[src/rtl/core/pfbls_pkg.sv]
`timescale 1ns / 1ps
package pfbls_pkg;
	localparam int unsigned ROWS_DEF            = 100;
	localparam int unsigned FLASH_PERIOD_MS_DEF = 100;
	localparam int unsigned BURST_TIME_MS_DEF   = 5000;
	localparam int unsigned FLASH_TIME_MS_DEF   = 2000;

	localparam logic [2:0] REG_LOW_CUTOFF    = 3'd0;
	localparam logic [2:0] REG_BURST_LEVEL   = 3'd1;
	localparam logic [2:0] REG_FLASH_LEVEL   = 3'd2;
	localparam logic [2:0] REG_FILL_COLOR    = 3'd3;
	localparam logic [2:0] REG_DRAIN_COLOR   = 3'd4;
	localparam logic [2:0] REG_STEP_ROWS     = 3'd5;
	localparam logic [2:0] REG_SLOW_INTERVAL = 3'd6;
	localparam logic [2:0] REG_FAST_INTERVAL = 3'd7;

	localparam logic [3:0] M_PRESS       = 4'd0;
	localparam logic [3:0] M_RED         = 4'd1;
	localparam logic [3:0] M_VIOLET      = 4'd7;
	localparam logic [3:0] M_START_FLASH = 4'd8;
	localparam logic [3:0] M_FLASH_ON    = 4'd9;
	localparam logic [3:0] M_FLASH_OFF   = 4'd10;
	localparam logic [3:0] M_DEPRESS     = 4'd11;

	localparam logic [23:0] WHITE = 24'hFFFFFF;

	function automatic logic [23:0] rainbow_color(input logic [2:0] idx);
		logic [23:0] c;
		case (idx)
			3'd0: c = 24'hFF0000;
			3'd1: c = 24'hFFA500;
			3'd2: c = 24'hFFFF00;
			3'd3: c = 24'h008000;
			3'd4: c = 24'h0000FF;
			3'd5: c = 24'h4B0082;
			3'd6: c = 24'hEE82EE;
			default: c = 24'h000000;
		endcase
		return c;
	endfunction
endpackage

[src/rtl/core/pressure_fill_burst_light_sequencer.sv]
`timescale 1ns / 1ps
// Pressure fill / burst light sequencer.
// Input channel: one transaction per update tick (now_ms, sample_valid,
// pressure, widget_active), accepted when in_valid is high and in_stall low.
// Output channel: one paint transaction per tick (active, clear_all, paint,
// paint_start, paint_color, bursting), taken when out_valid high, out_stall low.
// Configuration: cfg_we / cfg_index / cfg_data, to be written only while idle;
// the user must keep to this, the block itself does not enforce it. Each tick
// runs through a small sequencer that shares one serial divider. Ticks needing
// no division pass S_EVAL, S_MAIN and S_EMIT into the result register. A
// rainbow tick that maps the step interval, or a bar tick, adds one division;
// no tick needs both.
// The next tick is accepted once the result register is loaded, even while
// the receiver stalls; a stalled result holds until taken, and a further
// finished result waits in the sequencer until the result register frees.
// Reset clears all mode state and loads the register defaults.
module pressure_fill_burst_light_sequencer #(
	parameter int unsigned ROWS            = pfbls_pkg::ROWS_DEF,
	parameter int unsigned FLASH_PERIOD_MS = pfbls_pkg::FLASH_PERIOD_MS_DEF,
	parameter int unsigned BURST_TIME_MS   = pfbls_pkg::BURST_TIME_MS_DEF,
	parameter int unsigned FLASH_TIME_MS   = pfbls_pkg::FLASH_TIME_MS_DEF
) (
	input  logic        clk,
	input  logic        arst_n,
	input  logic        cfg_we,
	input  logic [2:0]  cfg_index,
	input  logic [24:0] cfg_data,
	input  logic        in_valid,
	output logic        in_stall,
	input  logic [31:0] now_ms,
	input  logic        sample_valid,
	input  logic [9:0]  pressure,
	input  logic        widget_active,
	output logic        out_valid,
	input  logic        out_stall,
	output logic        active,
	output logic        clear_all,
	output logic        paint,
	output logic [7:0]  paint_start,
	output logic [23:0] paint_color,
	output logic        bursting
);
	localparam logic [2:0] S_IDLE  = 3'd0;
	localparam logic [2:0] S_EVAL  = 3'd1; // rainbow interval decision
	localparam logic [2:0] S_IWAIT = 3'd2;
	localparam logic [2:0] S_MAIN  = 3'd3;
	localparam logic [2:0] S_BWAIT = 3'd4;
	localparam logic [2:0] S_EMIT  = 3'd5;
	localparam int unsigned NW = 27;

	logic [2:0] st_q;
	// configuration
	logic [9:0]  low_q, burst_q, flash_q;
	logic [23:0] fill_q;
	logic [24:0] drain_q;
	logic [7:0]  step_q;
	logic [15:0] slow_q, fast_q;
	// mode state
	logic [3:0]  mode_q;
	logic [7:0]  front_q;
	logic [31:0] next_q, bend_q, fend_q;
	logic [15:0] ivl_q;
	logic        prio_q;
	logic        rain_q; // tick entered in a rainbow mode
	// captured tick
	logic [31:0] now_q;
	logic        got_q, act_q;
	logic [9:0]  p_q;
	// pending result
	logic        r_act_q, r_clr_q, r_pnt_q;
	logic [7:0]  r_start_q;
	logic [23:0] r_col_q;
	logic        bar_neg_q; // bar numerator negative: level clamps to zero
	// output register
	logic        ov_q, o_act_q, o_clr_q, o_pnt_q, o_bur_q;
	logic [7:0]  o_start_q;
	logic [23:0] o_col_q;

	logic          d_start, d_done;
	logic [NW-1:0] d_num;
	logic [9:0]    d_den;
	logic [NW-1:0] d_quo;

	pfbls_div #(.NW(NW), .DW(10)) u_div (
		.clk(clk), .arst_n(arst_n), .start(d_start), .num(d_num), .den(d_den),
		.done(d_done), .quo(d_quo)
	);

	function automatic logic time_before(input logic [31:0] a, input logic [31:0] b);
		logic [31:0] d;
		d = a - b;
		return d[31];
	endfunction

	// interval map operands: |slow-fast| * |p-burst| over flash-burst
	logic signed [16:0] sf_diff;
	logic signed [10:0] pb_diff, mr_diff, pl_diff, bl_diff;
	logic [15:0] sf_mag;
	logic [9:0]  pb_mag, pl_mag;
	logic        ivl_neg;
	assign sf_diff = $signed({1'b0, slow_q}) - $signed({1'b0, fast_q});
	assign pb_diff = $signed({1'b0, p_q}) - $signed({1'b0, burst_q});
	assign mr_diff = $signed({1'b0, flash_q}) - $signed({1'b0, burst_q});
	assign pl_diff = $signed({1'b0, p_q}) - $signed({1'b0, low_q});
	assign bl_diff = $signed({1'b0, burst_q}) - $signed({1'b0, low_q});
	assign sf_mag  = sf_diff[16] ? 16'(-sf_diff) : sf_diff[15:0];
	assign pb_mag  = pb_diff[10] ? 10'(-pb_diff) : pb_diff[9:0];
	assign pl_mag  = pl_diff[9:0];
	// product sign differs from divisor sign -> subtracted term is negative
	assign ivl_neg = sf_diff[16] ^ pb_diff[10] ^ mr_diff[10];

	// Mode-path decision, shared by S_EVAL and S_IWAIT.
	logic        need_ivl_div, mr_zero;
	logic [9:0]  mr_mag;
	assign mr_zero = (mr_diff == '0);
	assign mr_mag  = mr_diff[10] ? 10'(-mr_diff) : mr_diff[9:0];
	assign need_ivl_div = !mr_zero && (sf_diff != '0) && (pb_diff != '0);

	// interval result from quotient, then clamp high to slow, low to fast
	logic signed [33:0] ivl_v;
	logic [15:0] ivl_new;
	always_comb begin
		if (!need_ivl_div)
			ivl_v = $signed({18'd0, slow_q});
		else if (ivl_neg)
			ivl_v = $signed({18'd0, slow_q}) + $signed({7'd0, d_quo});
		else
			ivl_v = $signed({18'd0, slow_q}) - $signed({7'd0, d_quo});
		if (ivl_v > $signed({18'd0, slow_q})) ivl_v = $signed({18'd0, slow_q});
		if (ivl_v < $signed({18'd0, fast_q})) ivl_v = $signed({18'd0, fast_q});
		ivl_new = ivl_v[15:0];
	end

	// bar start from quotient: ROWS - clamp(lvl)
	logic [7:0] bar_from_quo;
	always_comb begin
		if (bar_neg_q)
			bar_from_quo = 8'(ROWS);
		else if (d_quo >= NW'(ROWS))
			bar_from_quo = 8'd0;
		else
			bar_from_quo = 8'(ROWS - 32'(d_quo));
	end

	// rainbow step
	logic signed [9:0] f_diff;
	logic [7:0] f_new;
	logic       rb_end; // last violet step ends the burst
	assign f_diff = $signed({2'b0, front_q}) - $signed({2'b0, step_q});
	assign f_new  = f_diff[9] ? 8'd0 : f_diff[7:0];
	assign rb_end = (mode_q == pfbls_pkg::M_VIOLET) && (f_new == 8'd0)
		&& ((got_q && p_q <= burst_q) || !time_before(now_q, bend_q));

	logic take_in, out_free;
	assign in_stall = (st_q != S_IDLE);
	assign take_in  = in_valid && !in_stall;
	assign out_free = !ov_q || !out_stall;

	logic bar_div_go;   // launch bar division in S_MAIN
	logic [9:0] bar_p_mag;

	// sequencer
	always_comb begin
		d_start = 1'b0;
		d_num = NW'(sf_mag) * NW'(pb_mag);
		d_den = mr_mag;
		if (st_q == S_EVAL && mode_q >= pfbls_pkg::M_RED && mode_q <= pfbls_pkg::M_VIOLET
				&& act_q && got_q && !(p_q > flash_q) && need_ivl_div)
			d_start = 1'b1;
		if (bar_div_go) begin
			d_start = 1'b1;
			d_num = NW'(ROWS) * NW'(bar_p_mag);
			d_den = bl_diff[9:0];
		end
	end

	// bar needed in S_MAIN: pressurizing fill or drain display
	logic main_bar, main_bar_pos, drain_full;
	assign drain_full = (p_q >= burst_q);
	always_comb begin
		main_bar = 1'b0;
		if (mode_q == pfbls_pkg::M_PRESS && got_q && act_q && !(p_q > burst_q))
			main_bar = 1'b1;
		if (mode_q == pfbls_pkg::M_DEPRESS && act_q && got_q && !(p_q <= low_q)
				&& drain_q[24] && !drain_full)
			main_bar = 1'b1;
	end
	// bar divisor is positive only when burst > low; otherwise start 0, no divide
	assign main_bar_pos = !bl_diff[10] && (bl_diff != '0);
	assign bar_div_go   = (st_q == S_MAIN) && main_bar && main_bar_pos && !pl_diff[10];
	assign bar_p_mag    = pl_mag;

	always_ff @(posedge clk or negedge arst_n) begin
		if (!arst_n) begin
			st_q      <= S_IDLE;
			low_q     <= 10'd100;
			burst_q   <= 10'd700;
			flash_q   <= 10'd900;
			fill_q    <= 24'd255;
			drain_q   <= 25'd0;
			step_q    <= 8'd8;
			slow_q    <= 16'd100;
			fast_q    <= 16'd20;
			mode_q    <= pfbls_pkg::M_PRESS;
			front_q   <= '0;
			next_q    <= '0;
			bend_q    <= '0;
			fend_q    <= '0;
			ivl_q     <= '0;
			prio_q    <= 1'b0;
			rain_q    <= 1'b0;
			ov_q      <= 1'b0;
			r_act_q   <= 1'b0;
			r_clr_q   <= 1'b0;
			r_pnt_q   <= 1'b0;
			r_start_q <= 8'd0;
			r_col_q   <= 24'd0;
			bar_neg_q <= 1'b0;
		end else begin
			if (cfg_we) begin
				unique case (cfg_index)
					pfbls_pkg::REG_LOW_CUTOFF:    low_q   <= cfg_data[9:0];
					pfbls_pkg::REG_BURST_LEVEL:   burst_q <= cfg_data[9:0];
					pfbls_pkg::REG_FLASH_LEVEL:   flash_q <= cfg_data[9:0];
					pfbls_pkg::REG_FILL_COLOR:    fill_q  <= cfg_data[23:0];
					pfbls_pkg::REG_DRAIN_COLOR:   drain_q <= cfg_data;
					pfbls_pkg::REG_STEP_ROWS:     step_q  <= cfg_data[7:0];
					pfbls_pkg::REG_SLOW_INTERVAL: slow_q  <= cfg_data[15:0];
					pfbls_pkg::REG_FAST_INTERVAL: fast_q  <= cfg_data[15:0];
					default: ;
				endcase
			end
			// load the result when the sequencer emits, drop it once taken
			if (st_q == S_EMIT && out_free)
				ov_q <= 1'b1;
			else if (ov_q && !out_stall)
				ov_q <= 1'b0;

			unique case (st_q)
				S_IDLE: begin
					if (take_in) begin
						st_q      <= S_EVAL;
						r_act_q   <= widget_active && !(sample_valid && pressure <= low_q);
						r_clr_q   <= 1'b0;
						r_pnt_q   <= 1'b0;
						r_start_q <= 8'd0;
						r_col_q   <= 24'd0;
						bar_neg_q <= 1'b0;
					end
				end
				S_EVAL: begin
					rain_q <= (mode_q >= pfbls_pkg::M_RED && mode_q <= pfbls_pkg::M_VIOLET);
					if (mode_q >= pfbls_pkg::M_RED && mode_q <= pfbls_pkg::M_VIOLET
							&& act_q && got_q) begin
						if (p_q > flash_q) begin
							mode_q <= pfbls_pkg::M_START_FLASH;
							st_q   <= S_MAIN;
						end else if (need_ivl_div) begin
							st_q <= S_IWAIT;
						end else begin
							ivl_q <= ivl_new;
							st_q  <= S_MAIN;
						end
					end else begin
						st_q <= S_MAIN;
					end
				end
				S_IWAIT: begin
					if (d_done) begin
						ivl_q <= ivl_new;
						st_q  <= S_MAIN;
					end
				end
				S_MAIN: begin
					st_q <= bar_div_go ? S_BWAIT : S_EMIT;
					if (rain_q && time_before(now_q, next_q)) begin
						// step not due: report active, paint nothing
						r_act_q <= 1'b1;
					end else begin
						unique case (mode_q)
							pfbls_pkg::M_PRESS: begin
								if (got_q && act_q) begin
									r_clr_q <= 1'b1;
									if (p_q > burst_q) begin
										bend_q  <= now_q + 32'(BURST_TIME_MS);
										front_q <= 8'(ROWS);
										ivl_q   <= slow_q;
										next_q  <= now_q;
										mode_q  <= pfbls_pkg::M_RED;
									end else begin
										r_pnt_q   <= 1'b1;
										r_col_q   <= fill_q;
										r_start_q <= main_bar_pos ? 8'(ROWS) : 8'd0;
										bar_neg_q <= pl_diff[10];
									end
								end
							end
							pfbls_pkg::M_START_FLASH: begin
								fend_q <= now_q + 32'(FLASH_TIME_MS);
								next_q <= now_q;
								mode_q <= pfbls_pkg::M_FLASH_ON;
							end
							pfbls_pkg::M_FLASH_ON: begin
								if (!time_before(now_q, next_q)) begin
									r_pnt_q   <= 1'b1;
									r_start_q <= 8'd0;
									r_col_q   <= pfbls_pkg::WHITE;
									next_q    <= now_q + 32'(FLASH_PERIOD_MS);
									mode_q    <= pfbls_pkg::M_FLASH_OFF;
								end
							end
							pfbls_pkg::M_FLASH_OFF: begin
								if (!time_before(now_q, next_q)) begin
									r_clr_q <= 1'b1;
									if (time_before(now_q, fend_q)) begin
										next_q <= now_q + 32'(FLASH_PERIOD_MS);
										mode_q <= pfbls_pkg::M_FLASH_ON;
									end else begin
										prio_q <= 1'b0;
										mode_q <= pfbls_pkg::M_DEPRESS;
									end
								end
							end
							pfbls_pkg::M_DEPRESS: begin
								if (!act_q) begin
									mode_q <= pfbls_pkg::M_PRESS;
								end else if (got_q) begin
									if (p_q <= low_q) begin
										r_act_q <= 1'b0;
										mode_q  <= pfbls_pkg::M_PRESS;
									end else if (drain_q[24]) begin
										r_clr_q   <= 1'b1;
										r_pnt_q   <= 1'b1;
										r_col_q   <= drain_q[23:0];
										bar_neg_q <= pl_diff[10];
										if (drain_full)
											r_start_q <= 8'd0;
										else
											r_start_q <= main_bar_pos ? 8'(ROWS) : 8'd0;
									end else begin
										r_act_q <= 1'b0;
									end
								end
							end
							default: begin
								// rainbow modes: advance the front one step
								if (mode_q == pfbls_pkg::M_RED)
									prio_q <= 1'b1;
								else if (rb_end)
									prio_q <= 1'b0;
								r_pnt_q   <= !rb_end;
								r_clr_q   <= rb_end;
								r_start_q <= f_new;
								r_col_q   <= rb_end ? 24'd0
									: pfbls_pkg::rainbow_color(3'(mode_q - 4'd1));
								next_q    <= now_q + 32'(ivl_q);
								front_q   <= (f_new == 8'd0) ? 8'(ROWS) : f_new;
								if (f_new == 8'd0) begin
									if (mode_q != pfbls_pkg::M_VIOLET)
										mode_q <= mode_q + 4'd1;
									else if (rb_end)
										mode_q <= pfbls_pkg::M_DEPRESS;
									else
										mode_q <= pfbls_pkg::M_RED;
								end
							end
						endcase
					end
				end
				S_BWAIT: begin
					if (d_done) begin
						r_start_q <= bar_from_quo;
						st_q      <= S_EMIT;
					end
				end
				S_EMIT: begin
					// hold until the result register frees
					if (out_free) st_q <= S_IDLE;
				end
				default: st_q <= S_IDLE;
			endcase
		end
	end

	// tick capture and result register
	always_ff @(posedge clk) begin
		if (take_in) begin
			now_q <= now_ms;
			got_q <= sample_valid;
			p_q   <= pressure;
			act_q <= widget_active && !(sample_valid && pressure <= low_q);
		end
		if (st_q == S_EMIT && out_free) begin
			o_act_q   <= r_act_q;
			o_clr_q   <= r_clr_q;
			o_pnt_q   <= r_pnt_q;
			o_start_q <= r_pnt_q ? r_start_q : 8'd0;
			o_col_q   <= r_pnt_q ? r_col_q : 24'd0;
			o_bur_q   <= prio_q;
		end
	end

	assign out_valid   = ov_q;
	assign active      = o_act_q;
	assign clear_all   = o_clr_q;
	assign paint       = o_pnt_q;
	assign paint_start = o_start_q;
	assign paint_color = o_col_q;
	assign bursting    = o_bur_q;
endmodule

[src/rtl/core/pfbls_div.sv]
`timescale 1ns / 1ps
// Restoring unsigned divider, one quotient bit per cycle.
module pfbls_div #(
	parameter int unsigned NW = 27,
	parameter int unsigned DW = 10
) (
	input  logic          clk,
	input  logic          arst_n,
	input  logic          start,
	input  logic [NW-1:0] num,
	input  logic [DW-1:0] den,
	output logic          done,
	output logic [NW-1:0] quo
);
	localparam int unsigned CW = $clog2(NW + 1);
	logic [NW-1:0] quo_q;
	logic [DW:0]   rem_q;
	logic [DW-1:0] den_q;
	logic [CW-1:0] cnt_q;
	logic          busy_q, done_q;
	logic [DW:0]   trial;
	logic [DW:0]   shifted;

	assign shifted = {rem_q[DW-1:0], quo_q[NW-1]};
	assign trial   = shifted - {1'b0, den_q};

	always_ff @(posedge clk or negedge arst_n) begin
		if (!arst_n) begin
			busy_q <= 1'b0;
			done_q <= 1'b0;
			cnt_q  <= '0;
		end else begin
			done_q <= 1'b0;
			if (start) begin
				busy_q <= 1'b1;
				cnt_q  <= CW'(NW);
			end else if (busy_q) begin
				cnt_q <= cnt_q - 1'b1;
				if (cnt_q == CW'(1)) begin
					busy_q <= 1'b0;
					done_q <= 1'b1;
				end
			end
		end
	end

	always_ff @(posedge clk) begin
		if (start) begin
			quo_q <= num;
			rem_q <= '0;
			den_q <= den;
		end else if (busy_q) begin
			if (!trial[DW]) begin
				rem_q <= trial;
				quo_q <= {quo_q[NW-2:0], 1'b1};
			end else begin
				rem_q <= shifted;
				quo_q <= {quo_q[NW-2:0], 1'b0};
			end
		end
	end

	assign done = done_q;
	assign quo  = quo_q;
endmodule

[config.mk]
export PLATFORM = sky130hd
export DESIGN_NAME = pressure_fill_burst_light_sequencer
export DESIGN_NICKNAME = d
export VERILOG_FILES = /design/src/rtl/core/pfbls_pkg.sv /design/src/rtl/core/pressure_fill_burst_light_sequencer.sv /design/src/rtl/core/pfbls_div.sv
export SDC_FILE = /design/constraint.sdc
export NUM_CORES = 2
export LEC_CHECK = 0
export ABC_AREA = 1
export BUFFER_PORTS_ARGS = -buffer_cell sky130_fd_sc_hd__buf_2
export CAP_MARGIN = 20
export CELL_PAD_IN_SITES_DETAIL_PLACEMENT = 1
export CELL_PAD_IN_SITES_GLOBAL_PLACEMENT = 2
export CORE_MARGIN = 2
export CORE_UTILIZATION = 26
export CTS_BUF_LIST = sky130_fd_sc_hd__clkbuf_4 sky130_fd_sc_hd__clkbuf_8
export DETAILED_ROUTE_END_ITERATION = 6
export PLACE_DENSITY = 0.71
export SLEW_MARGIN = 40
export SYNTH_ARGS = -nofsm -noshare
export SYNTH_HDL_FRONTEND = slang
export SYNTH_SLANG_ARGS = --single-unit
[constraint.sdc]
create_clock -name clk -period 12.3 [get_ports clk]
set_clock_uncertainty 0.15 [all_clocks]
set_input_delay 2.46 -clock clk [delete_from_list [all_inputs] [get_ports clk]]
set_output_delay 2.46 -clock clk [all_outputs]
set_load 0.02 [all_outputs]
---- Yosys cells after proc, flatten, opt, wreduce, memory -nomap -nowiden ----
Index checks and enable logic that the tools add are counted.
W data, S select, Z words.
word-level totals
  logic and storage cells ................. 373
  output and inout port bits .............. 38
  bits of input ports ..................... 77
  flip-flop bits (word level) ............. 419
cells by class
  $add $sub $neg .......................... 23
  multiply operators ...................... 2
  muxes and demuxes ....................... 138
  reductions and logical operators ........ 90
  bitwise logic cells ..................... 6
  $lt $le $gt $ge ......................... 11
  equality and inequality tests ........... 63
operators by type and width
  operator                  count
  $mux W24                  10
  $pmux W24 S7              1
  $mux W16                  10
  $mux W32                  5
  $pmux W32 S5              1
  $mux W8                   16
  $mux W34                  3
  $pmux W24 S4              1
  $sub A32 B32 Y32          3
  $mux W27                  2
  $mux W4                   13
  $pmux W16 S3              1
  $pmux W24 S2              1
  $mux W1                   45
  $sub A10 B10 Y11          4
  $mux W10                  4
  $gt A34 B17 Y1            1
  $lt A34 B17 Y1            1
  $logic_and A1 B1 Y1       33
  $add A32 B11 Y32 const B  1
  $add A32 B13 Y32 const B  1
  $add A32 B16 Y32          1
  $add A32 B7 Y32 const B   1
  $pmux W8 S4               1
  70 further kinds          173

---- Longest topological paths before layout ----
  word-level depth ........................ 14
  depth in mapped cells ................... 50
  depth with buffers taken out ............ 47

---- By module ----
From an unflattened synthesis, not the netlist that was laid out.
second synthesis, totals
  cells, all modules ...................... 5084
  area total of the unflattened synthesis .. 37325.8 µm²
modules (own cells, without submodules)
  module                               seq. area each (µm²)  area each (µm²)  cells an instance  instances
  pressure_fill_burst_light_sequencer  9567.9                34476.8          4738               1
  pfbls_div                            1486.4                2849.0           346                1

---- Worst setup path before layout ----
Ideal clock, no wire load.
  kind .................................... register to register
  start point ............................. register p_q[0]
  end point ............................... register u_div.quo_q[25] (netlist: u_div.quo[25]) (data pin)
  slack ................................... 4486 ps
  setup time .............................. 266 ps
  period minus slack after synthesis ...... 7814 ps
  cell stages (with the launch flop) ...... 40
  arrival time ............................ 7399 ps
  buffers on the path ..................... 1
  data required time ...................... 11884 ps
  cell sequence ........................... edfxtp_1 -> inv_1 -> ha_1 -> inv_1 -> fa_1 -> nand3_1 -> nand2_1 -> nand2_1 -> nand2_1 -> or2_2 -> nand2_1 -> nand4_1 -> nand2_1 -> nand2_1 -> xor2_1 -> clkbuf_1 -> nand2_1 -> fa_1 -> [... 4 more ...] -> fa_1 -> ha_1 -> nand2_1 -> nor3_1 -> nand2_1 -> o211ai_1 -> a31oi_1 -> o21ai_0 -> nand3_1 -> nand2_1 -> nand3_1 -> nand2_1 -> inv_1 -> o21ai_0 -> inv_1 -> o211ai_1 -> xnor2_1 -> o22ai_1
on the way
  word-level cells in the longest chain between the ends .. 11
  elaborated cells on any way between the ends .. 31
  those cells by class .................... add/sub: 3; mul: 1; order compare: 4; mux: 7; reduce/logical: 16
ends and longest elaborated chain
  what                                                       RTL line                                    source
  start: declaration                                         pressure_fill_burst_light_sequencer.sv:68   logic [9:0] p_q;
  start signal: assignment                                   pressure_fill_burst_light_sequencer.sv:390  p_q <= pressure;
  branches (longest 10 deep; another with $mul A16 B10 Y26)  n/a
  $mux W27 *                                                 pfbls_div.sv:48                             if (start) begin
  end signal: assignment                                     pfbls_div.sv:49                             quo_q <= num;
  end signal: assignment                                     pfbls_div.sv:55                             quo_q <= {quo_q[NW-2:0], 1'b1};
  end signal: assignment                                     pfbls_div.sv:58                             quo_q <= {quo_q[NW-2:0], 1'b0};
  end: declaration                                           pfbls_div.sv:16                             logic [NW-1:0] quo_q;
Mark *: on every way between the ends.
A chain may end at the register's enable or synchronous reset.

---- Worst setup path in the final report ----
  start point ............................. register slow_q[1]
  end point ............................... register u_div.quo_q[25] (netlist: u_div.quo[25]) (data pin)
on the way
  word-level cells in the longest chain between the ends .. 8
  elaborated cells on any way between the ends .. 12
  those cells by class .................... add/sub: 2; mul: 1; mux: 5; reduce/logical: 4
ends and longest elaborated chain
  what                                                      RTL line                                    source
  start: declaration                                        pressure_fill_burst_light_sequencer.sv:57   logic [15:0] slow_q, fast_q;
  start signal: assignment                                  pressure_fill_burst_light_sequencer.sv:228  pfbls_pkg::REG_SLOW_INTERVAL: slow_q <= cfg_data[15:0];
  $sub A16 B16 Y17 *                                        pressure_fill_burst_light_sequencer.sv:101  assign sf_diff = $signed({1'b0, slow_q}) - $signed({1'b0, fast_q});
  branches (longest 6 deep; another with $mul A16 B10 Y26)  n/a
  $mux W27 *                                                pfbls_div.sv:48
Marked as above.

==> out/results.tsv <==
stage	metric	value	unit
run_status	status	completed	
synthesis	dominant cell type by area after synthesis	dfrtp_1	
worst_setup_path	crit-path leading delay family	adder cells	
synthesis	asr flop ratio synth	69.7	%
place	dpl cells	7141	
worst_setup_path	FF-to-FF path depth	37	
cells_and_area	Layout area overhead	12.6	%
timing	fin crit share	72.0	%
die	die area	148000	um^2
cts	CTS root buffer	clkbuf_8	
drt	DRC viols	0	
timing	Final min period	8.86	ns
cts	# Post-CTS Setup Buffers	0	
place	DP HPWL	116	mm
min_path	Worst Hold Class	flip-flop to flip-flop	
worst_setup_path	critical path arrival	9.23	ns
worst_setup_path	flop-to-flop setup slack	3.44	ns
min_path	Hold Startpoint	next_q[14]$_DFFE_PN0P_	
cells_and_area	share of cells above drive strength 1	7.83	%
die	# rows	139	
worst_setup_path	Worst setup EP type	flip-flop	
drt	DR WL/cell	19.9	um
worst_setup_path	kind of critical path	flip-flop to flip-flop	
die	die height	385	um
cts	TritonCTS Buffers	83	
synthesis	Synth area leaders	dfrtp_1 (18%), nand2_1 (14%), ha_1 (12%)	
cts	clk_lat worst skew	0.83	ns
cells_and_area	fill count	17800	
synthesis	Post-Synthesis Net Count	5803	
place	port bufs	114	
grt	initial antenna violation count	14	
timing	Finish-stage setup viols	0	
min_path	Hold Crit Endpoint	next_q[14]$_DFFE_PN0P_	
synthesis	Primary FF master, synth	dfrtp_1	
worst_setup_path	CP max stage delay	0.60	ns
grt	largest net degree at the start of global routing	66	
min_path	Hold Crit Depth	2	
timing	Hold WS	0.321	ns
job	maxcap violations	0	
worst_setup_path	Worst Path Max Fanout	14	
worst_setup_path	Crit Reg-Reg Startpoint	slow_q[1]$_DFFE_PN0P_	
drt	DR iter-0 viols	1782	
drt	Routed WL	146	mm
worst_setup_path	worst path required time	12.66	ns
synthesis	#FFs+latches synth	419	
drt	Pre-antenna DRT Iters	5	
timing	Slew Viols, Final	0	
cts	TritonCTS Sinks	419	
worst_setup_path	slowest library cell on the worst path	xor2_1	
grt	GRT Total Usage	19.7	%
timing	final hold vios	0	
worst_setup_path	Critical Path Start Type	flip-flop	
timing	setup TNS	0	ns
synthesis	Syn Std Cell Area	37800	um^2
synthesis	Post-Synthesis Cells	5225	
grt	Congestion Overflow GR	0	
timing	Worst-Margin Slew	0.811	ns
die	Initial Utilization	26.2	%
cts	# resized after CTS	0	
synthesis	top-area cell type share of the netlist area	17.6	%
cts	CTS tree	done	
synthesis	Yosys Warn Count	0	
synthesis	Avg Inst Size Synth	7.23	um^2
cts	CTS Buffer Depth	3	
synthesis	Yosys cell types	70	
drt	antenna viol nets, final	0	
place	placer congestion estimate	0.884	
die	core area	144000	um^2
die	DIE WIDTH	385	um
drt	Via Count	34900	
drt	DR vias/cell	4.78	
cells_and_area	final non-filler cell total	7301	
synthesis	Seq/Total Area, Yosys	29.3	%
synthesis	EDFF count, synth	117	
cts	cts-stage hold buffer count	0	
die	IO Pins	115	
timing	Max Fclk	0.113	GHz
cts	Worst-path clk slew	0.08	ns
grt	vias in the first global route	36400	
worst_setup_path	Buf+Inv Stages, Crit Path	7	
cts	htree depth	3	
cells_and_area	# nets final	5901	
timing	RSZ-0062 raised after global routing	false	
worst_setup_path	r2r endpoint	u_div.quo[25]$_DFFE_PP_	
grt	global-route wire length before repair	224	mm
timing	Relative slew margins	45.8	%
==> per-layer routing <==
metal	vias up	GRT usage [%]	share of wire, %
met1	17100	27.1	48
met3	158	2.62	3.7
met5	-	0	0.017
met2	535	32.4	46
li1	17100	-	-
met4	4	4.68	2.2
==> worst reg2reg max path, delay by kind of cell (launching register included) <==
kind | cells | cell delay [ns]
AOI/OAI and AO/OA | 7 | 1.21
xor gates and xnor gates | 2 | 0.74
adders and majority gates | 7 | 3.22
buffers and inverters | 7 | 1.07
DFF | 1 | 0.56
and+or+nand+nor | 14 | 1.61
==> cell type report <==
type | count | area (um^2) | share of cell area, %
Tap cell | 1903 | 2380 | 5.60
Clock buffer | 115 | 1480 | 3.49
Timing Repair Buffer | 157 | 918 | 2.16
Clock inverter | 39 | 450 | 1.06
Multi-Input combinational cell | 3795 | 23000 | 54.0
Inverter | 867 | 3260 | 7.66
Sequential cell | 419 | 11100 | 26.0
Antenna cell | 6 | 15.0 | 0.0353
==> flip-flops by register name, indices dropped and copies added (netlist names), 10 cells and up <==
register     flops
fill_q          24
u_div.rem_q     10
next_q          32
drain_q         25
flash_q         10
slow_q          16
bend_q          32
fast_q          16
u_div.quo       27
fend_q          32
low_q           10
u_div.den_q     10
paint_color     24
r_col_q         24
now_q           32
burst_q         10
ivl_q           16
p_q             10
==> metrics by stage <==
stage	utilization [%]	instance area, um^2	setup WS, ns
6_report	29.6	42500	3.44
5_1_grt	29.6	42500	2.63
4_1_cts	29.6	42500	3.40
3_5_place_dp	28.2	40600	3.44
3_3_place_gp	28.2	40500	3.41
2_1_floorplan	-	37800	4.49
==> kinds of logic after synthesis <==
logic type	count (synthesis)	synth area share (%)
multiplexers	8	0.222
AND/OR/NAND/NOR	2301	25.4
AO/OA/AOI/OAI	823	12.0
adder cells (fa/ha/maj)	501	19.1
flip-flops	419	29.3
XOR/XNOR	162	3.78
buffers and inverters	1011	10.2
==> cells in the final DEF (no fill, tap or decap), types with 48 or more instances in the layout <==
cell type  Yosys  final
dfrtp_1      265    265
fa_1         125    125
buf_2         16    113
o21ai_0      398    397
nand3_1      331    331
a21oi_1      257    256
nand2_1     1373   1370
clkbuf_8       0     99
nand4_1       73     73
inv_1        854    853
nor3_1        50     48
xor2_1       138    135
nor2_1       386    380
edfxtp_1     117    117
ha_1         376    376
==> synth_stat cells (15+ instances only) <==
library cell	number
a21oi_1	257
a31oi_1	17
buf_2	16
clkbuf_1	112
dfrtp_1	265
dfstp_2	27
edfxtp_1	117
fa_1	125
ha_1	376
inv_1	854
nand2_1	1373
nand2_2	15
nand3_1	331
nand4_1	73
nor2_1	386
nor3_1	50
o211ai_1	27
o21ai_0	398
o21bai_1	17
o221ai_1	17
o22ai_1	23
or2_2	16
xnor2_1	23
xor2_1	138
==> worst max path at each step <==
stage,slack (ns),to,start,depth (start not counted)
finish,3.44,u_div.quo[25]$_DFFE_PP_,slow_q[1]$_DFFE_PN0P_,37
CTS,3.40,u_div.quo[25]$_DFFE_PP_,slow_q[1]$_DFFE_PN0P_,37
global placement,3.41,u_div.quo[25]$_DFFE_PP_,slow_q[1]$_DFFE_PN0P_,36
floorplan,4.49,u_div.quo[25]$_DFFE_PP_,p_q[0]$_DFFE_PP_,39
detailed placement,3.44,u_div.quo[25]$_DFFE_PP_,slow_q[1]$_DFFE_PN0P_,36
global route,2.63,u_div.quo[25]$_DFFE_PP_,slow_q[1]$_DFFE_PN0P_,37
Power is not shown: default switching activity piles up to over one toggle a cycle in this logic, so the estimate is an artifact.
